--- src/sv/assert_macros.svh ---
// ----------------------------------------------------------------------------
// Assertion macros
// Shared concurrent assertion forms for the triangle circumcircle block.
// ----------------------------------------------------------------------------
`ifndef ASSERT_MACROS_SVH
`define ASSERT_MACROS_SVH

// same-cycle implication
`define TCC_ASSERT_IMPL(name, ck, rs, ante, cons, msg) \
  name: assert property (@(posedge ck) disable iff (rs) (ante) |-> (cons)) \
    else $error(msg);

// next-cycle implication
`define TCC_ASSERT_NEXT(name, ck, rs, ante, cons, msg) \
  name: assert property (@(posedge ck) disable iff (rs) (ante) |=> (cons)) \
    else $error(msg);

`endif

--- src/sv/tcc_pkg.sv ---
// ----------------------------------------------------------------------------
// tcc_pkg
// Widths, constants and pipeline types of the triangle circumcircle block.
// ----------------------------------------------------------------------------
`timescale 1ns / 1ps

package tcc_pkg;

  localparam int COORD_W    = 16;
  localparam int DIFF_W     = 17;
  localparam int SUM_W      = 18;
  localparam int PROD_W     = 33;
  localparam int SQS_W      = 32;
  localparam int DETS_W     = 35;
  localparam int DET_W      = 36;
  localparam int DMAG_W     = 35;
  localparam int TERM_W     = 50;
  localparam int NUM_W      = 51;
  localparam int NMAG_W     = 50;
  localparam int DXY_W      = 52;
  localparam int OUT_W      = 32;
  localparam int LIMIT_W    = 16;
  localparam int SQ_W       = 64;
  localparam int ROOT_W     = 32;
  localparam int SREM_W     = 34;
  localparam int CMAG_W     = 17;
  localparam int DIV3_W     = 18;
  localparam int DIV3_SHIFT = 19;
  localparam int DIV_CELLS  = NMAG_W;
  localparam int SQRT_CELLS = ROOT_W;

  // ceil(2^19 / 3): exact divide by three for magnitudes below 2^19
  localparam logic [DIV3_W-1:0]  DIV3_MUL    = 18'd174763;
  localparam logic [LIMIT_W-1:0] LIMIT_RESET = 16'd1;

  typedef struct packed {
    logic                      valid;
    logic [DMAG_W-1:0]         dv;
    logic                      neg_x;
    logic                      neg_y;
    logic signed [COORD_W-1:0] ax;
    logic signed [COORD_W-1:0] ay;
    logic signed [COORD_W-1:0] cent_x;
    logic signed [COORD_W-1:0] cent_y;
    logic                      degen;
  } div_side_t;

  typedef struct packed {
    logic [DMAG_W-1:0] rem;
    logic [NMAG_W-1:0] nq;
  } div_lane_t;

  typedef struct packed {
    logic                    valid;
    logic signed [OUT_W-1:0] ctr_x;
    logic signed [OUT_W-1:0] ctr_y;
    logic                    degen;
    logic                    ovf;
    logic                    rad_sat;
  } sqrt_side_t;

  typedef struct packed {
    logic [SREM_W-1:0] rem;
    logic [ROOT_W-1:0] root;
    logic [SQ_W-1:0]   rad;
  } sqrt_lane_t;

  typedef struct packed {
    logic signed [OUT_W-1:0] ctr_x;
    logic signed [OUT_W-1:0] ctr_y;
    logic [OUT_W-1:0]        radius;
    logic                    degen;
    logic                    ovf;
  } res_t;

endpackage

--- src/sv/tcc_div_cell.sv ---
// ----------------------------------------------------------------------------
// tcc_div_cell
// One restoring-division cell: one quotient bit for the x and y lanes.
// ----------------------------------------------------------------------------
`timescale 1ns / 1ps
`include "assert_macros.svh"

module tcc_div_cell (
  input  logic               clk,
  input  logic               rst,
  input  logic               en,
  input  tcc_pkg::div_side_t in_side,
  input  tcc_pkg::div_lane_t in_lx,
  input  tcc_pkg::div_lane_t in_ly,
  output tcc_pkg::div_side_t out_side,
  output tcc_pkg::div_lane_t out_lx,
  output tcc_pkg::div_lane_t out_ly
);

  function automatic tcc_pkg::div_lane_t div_step(input tcc_pkg::div_lane_t l,
                                                  input logic [tcc_pkg::DMAG_W-1:0] dv);
    logic [tcc_pkg::DMAG_W:0] r2;
    logic [tcc_pkg::DMAG_W:0] dv_x;
    logic [tcc_pkg::DMAG_W:0] diff;
    logic                     ge;
    tcc_pkg::div_lane_t       o;
    r2    = {l.rem, l.nq[tcc_pkg::NMAG_W-1]};
    dv_x  = {1'b0, dv};
    diff  = r2 - dv_x;
    ge    = (r2 >= dv_x);
    o.rem = ge ? diff[tcc_pkg::DMAG_W-1:0] : r2[tcc_pkg::DMAG_W-1:0];
    o.nq  = {l.nq[tcc_pkg::NMAG_W-2:0], ge};
    return o;
  endfunction

  always_ff @(posedge clk) begin
    if (rst) begin
      out_side.valid <= 1'b0;
    end else if (en) begin
      out_side <= in_side;
    end
  end

  always_ff @(posedge clk) begin
    if (en) begin
      out_lx <= div_step(in_lx, in_side.dv);
      out_ly <= div_step(in_ly, in_side.dv);
    end
  end

  `TCC_ASSERT_IMPL(a_rem_below_divisor, clk, rst, out_side.valid && (out_side.dv != '0), (out_lx.rem < out_side.dv) && (out_ly.rem < out_side.dv), "partial remainder reached the divisor")

endmodule

--- config.mk ---
export PLATFORM = sky130hd
export DESIGN_NAME = tcc_div_cell
export DESIGN_NICKNAME = d
export VERILOG_FILES = /design/src/sv/tcc_pkg.sv /design/src/sv/tcc_div_cell.sv
export VERILOG_INCLUDE_DIRS = /design/src /design/src/sv
export SDC_FILE = /design/constraint.sdc
export NUM_CORES = 1
export LEC_CHECK = 0
export ABC_AREA = 1
export BUFFER_PORTS_ARGS = -buffer_cell sky130_fd_sc_hd__buf_4
export CORE_AREA = 2 2 213 215
export DETAILED_ROUTE_END_ITERATION = 6
export DIE_AREA = 0 0 215 217
export PLACE_DENSITY_LB_ADDON = 0.25
export SLEW_MARGIN = 10
export SYNTH_ARGS = -nofsm -noshare
export SYNTH_HDL_FRONTEND = slang
export SYNTH_SLANG_ARGS = --single-unit
--- constraint.sdc ---
create_clock -name clk -period 5.85 [get_ports clk]
set_input_delay 0.8775 -clock clk [delete_from_list [all_inputs] [get_ports clk]]
set_output_delay 0.8775 -clock clk [all_outputs]
set_load 0.01 [all_outputs]
==> results.tsv <==
stage	metric	value	unit
status	status	complete, no violations	
final_layout	drive_gt1_share	29.72	%
yosys	syn_area	14660	um2
yosys	synth_top_flop_cell	edfxtp_1	
cts	postCtsSetupBuffers	0	
yosys	ys_seq_area_share	55.86	%
grt	grtUsageTotal	27.00	%
power_and_ir_drop	clockPowerShare	36.7	%
placed_design	numPortBuffers	548	
routing	drt-initial-drc-count	1071	
yosys	yosysUniqueCellTypes	35	
placed_design	placedCellCount	2734	
grt	first_global_vias	12880	
yosys	async_flop_share	0	%
placed_design	routabilityCongestion	0.9382	
final_layout	num-nets-final	2519	
cts	worstSkewPairLatency	550	ps
worst_setup_path	worstSetupStartpointType	input pin	
sta	fin_tns_setup	0	ps
sta	drv_slew	0	
power_and_ir_drop	power_density	289.6	nW/um2
yosys	synth_edf_count	272	
final_layout	seqCellArea	8188	um2
job	drv_cap	0	
routing	dr_total_vias	13270	
power_and_ir_drop	swShare	29.11	%
sta	max_clock_freq	295.3	MHz
power_and_ir_drop	seqPwrFrac	41.0	%
final_layout	fill_cells	4436	
floorplan	die_h	217	um
floorplan	pin_count	549	
grt	grt_max_degree	95	
sta	period_share	57.89	%
routing	drt-total-wl	64660	um
placed_design	dp_hpwl	53100	um
power_and_ir_drop	p_sw	1.735	mW
yosys	ys_ff_latch	273	
worst_setup_path	cp.required	6140	ps
power_and_ir_drop	peakVddDrop	0.0002363	V
grt	grt_pass1_wl	90720	um
floorplan	core_area	44700	um2
power_and_ir_drop	p_int	4.225	mW
final_layout	instances_no_fill	2797	
final_layout	multi_input_area	5361	um2
sta	layout_min_cycle_time	3387	ps
sta	finalSetupViolCount	0	
cts	cts_resized	0	
worst_setup_path	critPathMaxFanout	59	
sta	rsz0062_at_grt	no	
cts	cts_tree	built	
yosys	synthCells	1598	
final_layout	final_common_cell	nand2_1	
routing	firstDrtPassIters	6	
worst_setup_path	crit_arrival	3680	ps
worst_setup_path	worstSetupPathType	input pin to flip-flop	
floorplan	die_w	215	um
cts	path_clk_slew	60	ps
routing	viasPerCell	4.744	
final_layout	syn2layout_area_growth	40.42	%
placed_design	dpl_cell_area	19450	um2
grt	grt_antenna_before_repair	8	
yosys	synth_nets	1946	
routing	route.antenna.remaining_nets	0	
cts	cts_inserted_buffers	35	
floorplan	rows	78	
power_and_ir_drop	power_frac_comb	22.3	%
yosys	synth_warnings	0	
cts	hold_buffers	0	
cts	cts_buffer_depth	3	
sta	hold_violations	0	
yosys	postSynthAreaPerCell	9.173	um2
grt	overflow	0	
worst_setup_path	cp-end-kind	flip-flop	
sta	hold_slack	480.2	ps
final_layout	final_cell_area	20580	um2
power_and_ir_drop	p_leak	9.987	nW
sta	worst_pin_slew	954.0	ps
final_layout	most-common-layout-cells	559 x nand2_1, 550 x buf_4, 272 x edfxtp_1, 260 x inv_1, 110 x nor2_1	
floorplan	start_util	32.79	%
min_path	hp-class	flip-flop to flip-flop	
routing	drc_errors	0	
routing	wl_per_cell	23.12	um
cts	cts_root_buf	clkbuf_16	
cts	ctsHtreeMaxLevel	2	
floorplan	die_area	46660	um2
sta	skew	0	ps
cts	cts_num_sinks	273	
sta	slew_headroom	36.16	%
==> worst paths after layout <==
path / cells past startpoint / slack (ps) / endpoint / start
setup / recovery: 11 / 2460 / out_ly[83] / in_side[98]
hold / removal: 2 / 480 / out_side[102] / out_side[102]
setup reg to reg: 2 / 5260 / out_side[102] / out_side[102]
hold reg to reg: 2 / 480 / out_side[102] / out_side[102]
==> power by group through the flow <==
| stage | clock network (mW) | logic [mW] | registers [mW] |
|---|---|---|---|
| global placement | 0 | 1.34 | 2.48 |
| finish | 2.19 | 1.33 | 2.44 |
| detailed placement | 0 | 1.34 | 2.48 |
| global route | 2.31 | 1.45 | 2.46 |
| CTS | 2.24 | 1.35 | 2.44 |
| floorplan | 0 | 0.539 | 2.57 |
==> synth_stat cells (all sizes together), types with 2 or more instances <==
| master | count | area share, % |
|---|---|---|
| o21bai | 12 | 0.61 |
| o211ai | 2 | 0.10 |
| edfxtp | 272 | 56 |
| nor3 | 18 | 0.69 |
| xor2 | 34 | 2.0 |
| buf | 15 | 0.89 |
| nand3b | 12 | 0.61 |
| fa | 2 | 0.27 |
| a21oi | 54 | 1.9 |
| nor2 | 126 | 3.5 |
| ha | 70 | 6.0 |
| and2 | 2 | 0.085 |
| o21ai | 36 | 1.2 |
| nand3 | 80 | 3.4 |
| nand2 | 567 | 15 |
| nand4 | 23 | 1.0 |
| inv | 264 | 6.8 |
| xnor2 | 2 | 0.12 |
| nor4 | 3 | 0.13 |
==> logic make-up (layout without fill, tap and decap cells) <==
kind of cell / after synthesis / in the layout / share of synthesized area, %
compound gates: 105 / 105 / 3.892
flops: 273 / 273 / 55.86
xor+xnor: 36 / 36 / 2.151
other cells: 0 / 3 / 0
simple gates: 832 / 832 / 24.17
buf+inv: 280 / 876 / 7.674
fa+ha+maj: 72 / 72 / 6.248
==> flip-flops by register name (all words and copies together), names as in the netlist <==
| signal | cells |
|---|---|
| out_lx | 85 |
| out_side | 103 |
| out_ly | 85 |
==> stage by stage <==
stage / total power [mW] / utilization, % / worst slack, ps
after floorplan: 3.104 / - / 71.13
after global placement: 3.819 / 43.52 / 2002
after detailed placement: 3.818 / 43.52 / 1953
after CTS: 6.031 / 46.03 / 2532
after global routing: 6.220 / 46.03 / 2244
final: 5.960 / 46.05 / 2463
==> metal layers <==
| layer | vias up | routed length [um] | GRT usage [%] |
|---|---|---|---|
| met5 | - | 76 | 0 |
| met2 | 565 | 32810 | 48.95 |
| met3 | 79 | 4797 | 6.765 |
| met4 | 14 | 1383 | 5.954 |
| met1 | 6273 | 25590 | 32.27 |
| li1 | 6337 | - | - |
==> critical path, stage by stage <==
cell     delay [ps]
buf_4            90
inv_1            50
ha_1            350
a21oi_1         280
nand2_1         120
nand2_1         410
nand2_1         100
a21oi_1         250
nand4_4         720
nand3_1         350
nand2_1          80
==> layout make-up <==
class                           count  area share (%)
Antenna cell                        3         0.03647
Clock buffer                       41           4.468
Clock inverter                     19          0.9909
Inverter                          264           4.815
Multi-Input combinational cell   1045           26.05
Sequential cell                   273           39.78
Tap cell                          600           3.647
Timing Repair Buffer              552           20.21
Note: power is estimated with default switching activity, not from simulation.
