## src/sv/assert_macros.svh

```systemverilog
// ----------------------------------------------------------------------------
// Assertion macros
// Shared concurrent assertion forms for the triangle circumcircle block.
// ----------------------------------------------------------------------------
`ifndef ASSERT_MACROS_SVH
`define ASSERT_MACROS_SVH

// same-cycle implication
`define TCC_ASSERT_IMPL(name, ck, rs, ante, cons, msg) \
  name: assert property (@(posedge ck) disable iff (rs) (ante) |-> (cons)) \
    else $error(msg);

// next-cycle implication
`define TCC_ASSERT_NEXT(name, ck, rs, ante, cons, msg) \
  name: assert property (@(posedge ck) disable iff (rs) (ante) |=> (cons)) \
    else $error(msg);

`endif

```

## src/sv/tcc_pkg.sv

```systemverilog
// ----------------------------------------------------------------------------
// tcc_pkg
// Widths, constants and pipeline types of the triangle circumcircle block.
// ----------------------------------------------------------------------------
`timescale 1ns / 1ps

package tcc_pkg;

  localparam int COORD_W    = 16;
  localparam int DIFF_W     = 17;
  localparam int SUM_W      = 18;
  localparam int PROD_W     = 33;
  localparam int SQS_W      = 32;
  localparam int DETS_W     = 35;
  localparam int DET_W      = 36;
  localparam int DMAG_W     = 35;
  localparam int TERM_W     = 50;
  localparam int NUM_W      = 51;
  localparam int NMAG_W     = 50;
  localparam int DXY_W      = 52;
  localparam int OUT_W      = 32;
  localparam int LIMIT_W    = 16;
  localparam int SQ_W       = 64;
  localparam int ROOT_W     = 32;
  localparam int SREM_W     = 34;
  localparam int CMAG_W     = 17;
  localparam int DIV3_W     = 18;
  localparam int DIV3_SHIFT = 19;
  localparam int DIV_CELLS  = NMAG_W;
  localparam int SQRT_CELLS = ROOT_W;

  // ceil(2^19 / 3): exact divide by three for magnitudes below 2^19
  localparam logic [DIV3_W-1:0]  DIV3_MUL    = 18'd174763;
  localparam logic [LIMIT_W-1:0] LIMIT_RESET = 16'd1;

  typedef struct packed {
    logic                      valid;
    logic [DMAG_W-1:0]         dv;
    logic                      neg_x;
    logic                      neg_y;
    logic signed [COORD_W-1:0] ax;
    logic signed [COORD_W-1:0] ay;
    logic signed [COORD_W-1:0] cent_x;
    logic signed [COORD_W-1:0] cent_y;
    logic                      degen;
  } div_side_t;

  typedef struct packed {
    logic [DMAG_W-1:0] rem;
    logic [NMAG_W-1:0] nq;
  } div_lane_t;

  typedef struct packed {
    logic                    valid;
    logic signed [OUT_W-1:0] ctr_x;
    logic signed [OUT_W-1:0] ctr_y;
    logic                    degen;
    logic                    ovf;
    logic                    rad_sat;
  } sqrt_side_t;

  typedef struct packed {
    logic [SREM_W-1:0] rem;
    logic [ROOT_W-1:0] root;
    logic [SQ_W-1:0]   rad;
  } sqrt_lane_t;

  typedef struct packed {
    logic signed [OUT_W-1:0] ctr_x;
    logic signed [OUT_W-1:0] ctr_y;
    logic [OUT_W-1:0]        radius;
    logic                    degen;
    logic                    ovf;
  } res_t;

endpackage

```

## src/sv/tcc_sqrt_cell.sv

```systemverilog
// ----------------------------------------------------------------------------
// tcc_sqrt_cell
// One digit-recurrence square-root cell: one root bit per cell.
// ----------------------------------------------------------------------------
`timescale 1ns / 1ps
`include "assert_macros.svh"

module tcc_sqrt_cell (
  input  logic                clk,
  input  logic                rst,
  input  logic                en,
  input  tcc_pkg::sqrt_side_t in_side,
  input  tcc_pkg::sqrt_lane_t in_lane,
  output tcc_pkg::sqrt_side_t out_side,
  output tcc_pkg::sqrt_lane_t out_lane
);

  function automatic tcc_pkg::sqrt_lane_t sqrt_step(input tcc_pkg::sqrt_lane_t l);
    logic [tcc_pkg::SREM_W+1:0] t;
    logic [tcc_pkg::SREM_W+1:0] trial;
    logic [tcc_pkg::SREM_W+1:0] diff;
    logic                       ge;
    tcc_pkg::sqrt_lane_t        o;
    t      = {l.rem, l.rad[tcc_pkg::SQ_W-1 -: 2]};
    trial  = {2'b00, l.root, 2'b01};
    diff   = t - trial;
    ge     = (t >= trial);
    o.rem  = ge ? diff[tcc_pkg::SREM_W-1:0] : t[tcc_pkg::SREM_W-1:0];
    o.root = {l.root[tcc_pkg::ROOT_W-2:0], ge};
    o.rad  = {l.rad[tcc_pkg::SQ_W-3:0], 2'b00};
    return o;
  endfunction

  always_ff @(posedge clk) begin
    if (rst) begin
      out_side.valid <= 1'b0;
    end else if (en) begin
      out_side <= in_side;
    end
  end

  always_ff @(posedge clk) begin
    if (en) begin
      out_lane <= sqrt_step(in_lane);
    end
  end

  `TCC_ASSERT_IMPL(a_rem_bounded, clk, rst, out_side.valid, out_lane.rem <= {out_lane.root, 1'b0}, "root remainder exceeds twice the root")

endmodule

```

## config.mk

```make
export PLATFORM = sky130hd
export DESIGN_NAME = tcc_sqrt_cell
export DESIGN_NICKNAME = d
export VERILOG_FILES = /design/src/sv/tcc_pkg.sv /design/src/sv/tcc_sqrt_cell.sv
export VERILOG_INCLUDE_DIRS = /design/src /design/src/sv
export SDC_FILE = /design/constraint.sdc
export NUM_CORES = 1
export LEC_CHECK = 0
export BUFFER_PORTS_ARGS = -buffer_cell sky130_fd_sc_hd__buf_2
export CORE_AREA = 5 5 151 153
export CTS_CLUSTER_SIZE = 14
export DETAILED_ROUTE_END_ITERATION = 6
export DIE_AREA = 0 0 156 158
export PLACE_DENSITY_LB_ADDON = 0.15
export REMOVE_ABC_BUFFERS = 1
export SYNTH_ARGS = -nofsm -noshare
export SYNTH_HDL_FRONTEND = slang
export SYNTH_SLANG_ARGS = --single-unit
```

## constraint.sdc

```tcl
create_clock -name clk -period 3.65 [get_ports clk]
set_input_delay 0.365 -clock clk [delete_from_list [all_inputs] [get_ports clk]]
set_output_delay 0.365 -clock clk [all_outputs]
set_load 0.03 [all_outputs]
```

==> run metrics, run 1 <==
share of layout cells above drive strength 1 45.2%; DIE WIDTH 156 um; Setup Buffers After CTS 0; terminus of the critical flop-to-flop path out_side[67]; Ports 399; worst reg2reg startpoint out_side[67]; slowest CP cell o41ai_1; Post-synth EDFFs 195; antenna violations before repair 2; period utilization 71.1%; Psw 1800 uW; fin worst setup slack 1050 ps; slack of the worst reg-to-reg path 3070 ps; Util after Layout 52.3%; CP Data Required Time 3810 ps; status finished, final reports clean; fin nets 1210; global-route wire length before repair 35200 um; core area 21400 um2; hold path endpoint out_side[6]; #FFs+latches synth 196; Synth cell types 58; Layout area overhead 35.4%; Clock Path Buffers 2; relative slew slack 43.4%; DR DRC count 0; IO buf count 396; Primary FF master, synth edfxtp_1; worst-path cell chain buf_2, inv_1, ha_1, a21o_1, o41ai_1, o211ai_1, a211oi_1, o21a_2, buf_4, o21ai_1; Mapped Avg Cell Area 14.6 um2; crit path time final 2600 ps; DP Worst Slack 557 ps; dominant cell type by area after synthesis edfxtp_1; total congestion overflow 0; 1st-iter DRT viols 390; hold path depth 1; cts hold-fix bufs 0; Crit path largest cell delay 390 ps; TritonRoute pass-1 iters 5; largest net degree at the start of global routing 68; Critical Path Sink Type register; die span in y 158 um; Post-DP HPWL 20000 um; Starting Density 38.6%; RD Place Congestion 0.855; Pleak 0.00497 uW; asr flop ratio synth 0%; Comb pwr share 21.2%; CTS tree done; R2R depth 2; sequential area share after synthesis 71.0%; Post-DRT Antenna Nets 0; Syn. warnings 0; Global Route Usage Sum 19.1%; hold crit path type input port to register; RSZ-0062 raised after global routing false; commonest non-fill, non-tap cell in the layout buf_2; WP data arrival 2760 ps; fmax 0.385 GHz; MaxCap Viol Count 0; maximum vdd ir drop 297 uV; CTS Buf Count 17; H-tree depth 4; Pint 4020 uW; CTS Sinks 196; Cells after Synth 565; Hold Startpoint in_side[6]; clock skew 0 ps; Rows 54; Yosys top cell area share 70.8%; via count 6033; Worst-Skew Late Latency 420 ps; post-CTS sizing 0; wire per inst 19.6 um; synth top area cells edfxtp_1 (71%), ha_1 (5.1%), nand2_1 (2.2%); Root Buffer clkbuf_16; CP Launch Type input port; clock share of power 31.5%; switching fraction of total power 30.9%; Hold Fails Final Rpt 0; critical path type input port to register; vias in the first global route 5851; Detailed Route WL 24900 um; Crit Path Max Fanout 31; actual slew at the worst max-slew pin 849 ps; die area 24600 um2; Fin Hold WS 106 ps; routed vias/inst 4.75; most frequent cells in the layout buf_2 (395), edfxtp_1 (195), nand2_1 (48), inv_1 (41), ha_1 (34); Mapped Area 8270 um2; Sequential Power Share 47.3%; PD cells 519 nW/um2; fin. max-slew vios 0; setup violators final 0; Clock transition at path regs 80 ps
## final cells by class
type,instances,area [um2]
multi-input cells,314,2180
diodes,2,5.00
clock inverters,14,160
clock buffers,17,425
well taps,280,350
repair buffers,404,2050
flip-flops and latches,196,5880
inverters,42,158
fillers,1909,10200
## synth_stat cells, types with 2 or more instances
| master | count |
|---|---|
| inv_1 | 41 |
| nor2b_1 | 3 |
| mux2i_1 | 4 |
| buf_4 | 3 |
| edfxtp_1 | 195 |
| xnor2_1 | 12 |
| a21o_1 | 21 |
| a311oi_4 | 2 |
| buf_2 | 6 |
| clkbuf_1 | 5 |
| a21oi_1 | 26 |
| a31o_1 | 2 |
| o221ai_1 | 2 |
| nand4_1 | 7 |
| nor2_1 | 15 |
| o21ai_1 | 31 |
| a21boi_0 | 2 |
| o31a_1 | 2 |
| o21ai_0 | 12 |
| nand2b_1 | 6 |
| and3_1 | 9 |
| a31oi_1 | 5 |
| mux2_1 | 3 |
| ha_1 | 34 |
| xor2_1 | 16 |
| o41ai_1 | 3 |
| o211ai_1 | 3 |
| nand2_1 | 48 |
| o31ai_1 | 3 |
| nand3_1 | 4 |
| and2_1 | 6 |
| nor3_1 | 8 |
## worst max-delay path, delay by kind of cell
family	cells	cell delay, ps
AOI/OAI and AO/OA	6	1540
buffers and inverters	3	460
adders and majority gates	1	380
## metal layers
layer / global-route usage (%) / vias to the layer above / routed length (um)
li1: - / 2946 / -
met5: 0 / - / 13
met1: 21.2 / 2833 / 8890
met4: 5.00 / 2 / 197
met3: 6.67 / 13 / 2340
met2: 35.0 / 239 / 13400
## worst max-delay path by stage
stage                            from  slack, ps            end
after CTS                 in_lane[71]       1000   out_lane[97]
final                     in_lane[71]       1050  out_lane[108]
after global placement    in_lane[71]        630   out_lane[97]
after detailed placement  in_lane[71]        560  out_lane[105]
after floorplan                   rst       -210    out_side[0]
after global routing      in_lane[71]        810  out_lane[110]
## cell families after synthesis
family | Yosys count | synth area share (%)
AND/OR/NAND/NOR | 114 | 6.72
flip-flops | 196 | 71.0
other | 1 | 0.0453
multiplexers | 7 | 0.892
adder cells (fa/ha/maj) | 34 | 5.14
AO/OA/AOI/OAI | 129 | 10.4
XOR/XNOR | 28 | 2.96
buffers and inverters | 56 | 2.77
## registers in the layout, summed over array words and instances (netlist names)
| register | cells |
|---|---|
| out_lane | 128 |
| out_side | 68 |
## power by group through the flow
stage / sequential (uW) / combinational, uW / clock (uW)
finish: 2750 / 1230 / 1830
global route: 2770 / 1330 / 1980
CTS: 2760 / 1250 / 1890
detailed placement: 2810 / 1250 / 0
global placement: 2800 / 1240 / 0
floorplan: 3230 / 357 / 0
## per-stage QoR
| stage | cell area (um2) | setup TNS [ps] | power, uW | std cells |
|---|---|---|---|---|
| final | 11200 | 0 | 5820 | 1269 |
| after detailed placement | 10600 | 0 | 4060 | 1236 |
| after global placement | 10600 | 0 | 4040 | 1236 |
| after CTS | 11200 | 0 | 5900 | 1267 |
| after global routing | 11200 | 0 | 6080 | 1268 |
| after floorplan | 8200 | -14100 | 3590 | 552 |
Note: power is estimated with default switching activity, not from simulation.
==> run 2, diff against run 1 <==
==> constraint.sdc (replaced) <==
create_clock -name clk -period 2.2 [get_ports clk]
set_input_delay 0.22 -clock clk [delete_from_list [all_inputs] [get_ports clk]]
set_output_delay 0.22 -clock clk [all_outputs]
set_load 0.03 [all_outputs]
==> run 2 against run 1 <==
Clock power rose by 74%. Routed wire length rose by 13%. Clock skew did not move. Utilization rose by 13 points. Sequential power rose by 67%. Final cell count rose by 21%. Critical path type unchanged. Critical endpoint is now out_lane[122].
==> run metrics, run 2 (synthesized netlist as in run 1, its figures left out) <==
Global Route Usage Sum 21.8% (+2.7 points); fin cells 1532 (+21%); Critical Path Sink Type register; Clock transition at path regs 80 ps (about the same); Hold Startpoint in_side[67]; finished layout cell area 14000 um2 (+25%); 1st-iter DRT viols 480 (+23%); TritonRoute pass-1 iters 4 (-1); Ports 399 (unchanged); fmax 0.465 GHz; period utilization 97.8%; commonest non-fill, non-tap cell in the layout buf_2; core area 21400 um2 (unchanged); maximum vdd ir drop 481 uV (+62%); clock skew 0 ps (unchanged); fin worst setup slack 49.2 ps (-1000 ps); fin. max-slew vios 0 (unchanged); setup violators final 0 (unchanged); Top reg by flops out_lane; CP Launch Type input port; fin nets 1472 (+22%); wire per inst 18.4 um (-6.0%); RSZ-0062 raised after global routing true; Hold Fails Final Rpt 0 (unchanged); CP Data Required Time 2390 ps (-1420 ps); Worst-Skew Late Latency 420 ps (about the same); Starting Density 38.6% (unchanged); setup_tns 0 ps (unchanged); DR DRC count 0 (unchanged); MaxCap Viol Count 0 (unchanged); Root Buffer clkbuf_16; most frequent cells in the layout buf_2 (395), edfxtp_1 (195), dlygate4sd3_1 (161), buf_4 (103), nand2_1 (47); hold crit path type input port to register; Crit Path Max Fanout 3 (-90%); vias in the first global route 7417 (+27%); hold path depth 3 (+2); origin of the worst setup path in_lane[67]; antenna violations before repair 4 (+2); H-tree depth 4 (unchanged); Rows 54 (unchanged); via count 7229 (+20%); Area after DPL 11300 um2 (+6.8%); CTS Sinks 196 (unchanged); share of layout cells above drive strength 1 46.7% (+1.5 points); Detailed Route WL 28200 um (+13%); Pwr Total 10400 uW (+79%); die area 24600 um2 (unchanged); max reg flops 128 (unchanged); largest net degree at the start of global routing 74 (+8.8%); routed vias/inst 4.72 (-0.75%); die span in y 158 um (unchanged); PD cells 745 nW/um2 (+43%); worst reg2reg startpoint out_side[67]; Layout area overhead 68.7%; Largest regs out_lane (128), out_side (68); IO buf count 396 (unchanged); Clock Path Buffers 2 (unchanged); Post-DP HPWL 20600 um (+2.8%); status finished, final reports clean; placed cell count 1327 (+7.4%); CTS tree done; total congestion overflow 0 (unchanged); CTS Buf Count 17 (unchanged); RD Place Congestion 0.846 (-0.96%); WP data arrival 2340 ps (-420 ps); critical path type input port to register; R2R depth 2 (unchanged); DIE WIDTH 156 um (unchanged); Pleak 0.00622 uW (+25%); global-route wire length before repair 40900 um (+16%); Post-DRT Antenna Nets 0 (unchanged); DP Worst Slack -573 ps (-1130 ps); crit path time final 2150 ps
==> run 2: worst max-delay path, stage by stage <==
cell      delay, ps
buf_2           100
inv_1            80
ha_4            200
a21o_1          160
or3_1           300
o21a_2          250
a311oi_4        300
o21ai_4         120
a311oi_4        280
mux2i_1         140
a31o_1          200
==> run 2: worst paths after layout <==
check | to | slack, ps
setup / recovery | out_lane[122] | 50
hold / removal | out_side[67] | 50
setup reg to reg | out_side[67] | 1620
hold reg to reg | out_side[67] | 500
==> run 2: stage by stage <==
step	utilization [%]	hold WS (ps)
2_1_floorplan	-	292
5_1_grt	65.2	37.7
6_report	65.2	48.7
3_5_place_dp	52.9	398
3_3_place_gp	52.9	396
4_1_cts	63.9	29.8
==> run 2: report_power, final <==
group / switching, uW / internal [uW]
clock: 1620 / 1570
combinational: 1550 / 1080
sequential: 77.2 / 4500
total: 3250 / 7150
==> run 2: cell type report <==
class / count / area, um2
Tap cell: 280 / 350
Clock buffer: 17 / 425
Sequential cell: 196 / 5880
Multi-Input combinational cell: 314 / 2470
Fill cell: 1663 / 7460
Timing Repair Buffer: 666 / 4480
Antenna cell: 2 / 5.00
Clock inverter: 15 / 190
Inverter: 42 / 158
==> run 2: what timing repair did <==
item,CTS,global route
hold buffers,161,0
pin swaps,12,22
resized for setup,16,29
setup endpoints to repair,28,26
endpoints found under the hold margin,161,0
buffers inserted,1,9
gates cloned,0,1
==> run 2: routing by layer <==
| layer | track usage [%] | vias up | share of wire (%) |
|---|---|---|---|
| met2 | 39.5 | 260 | 51 |
| li1 | - | 3465 | - |
| met3 | 6.10 | 69 | 7.5 |
| met1 | 23.4 | 3431 | 37 |
| met5 | 0 | - | 0.081 |
| met4 | 10.8 | 4 | 4.6 |
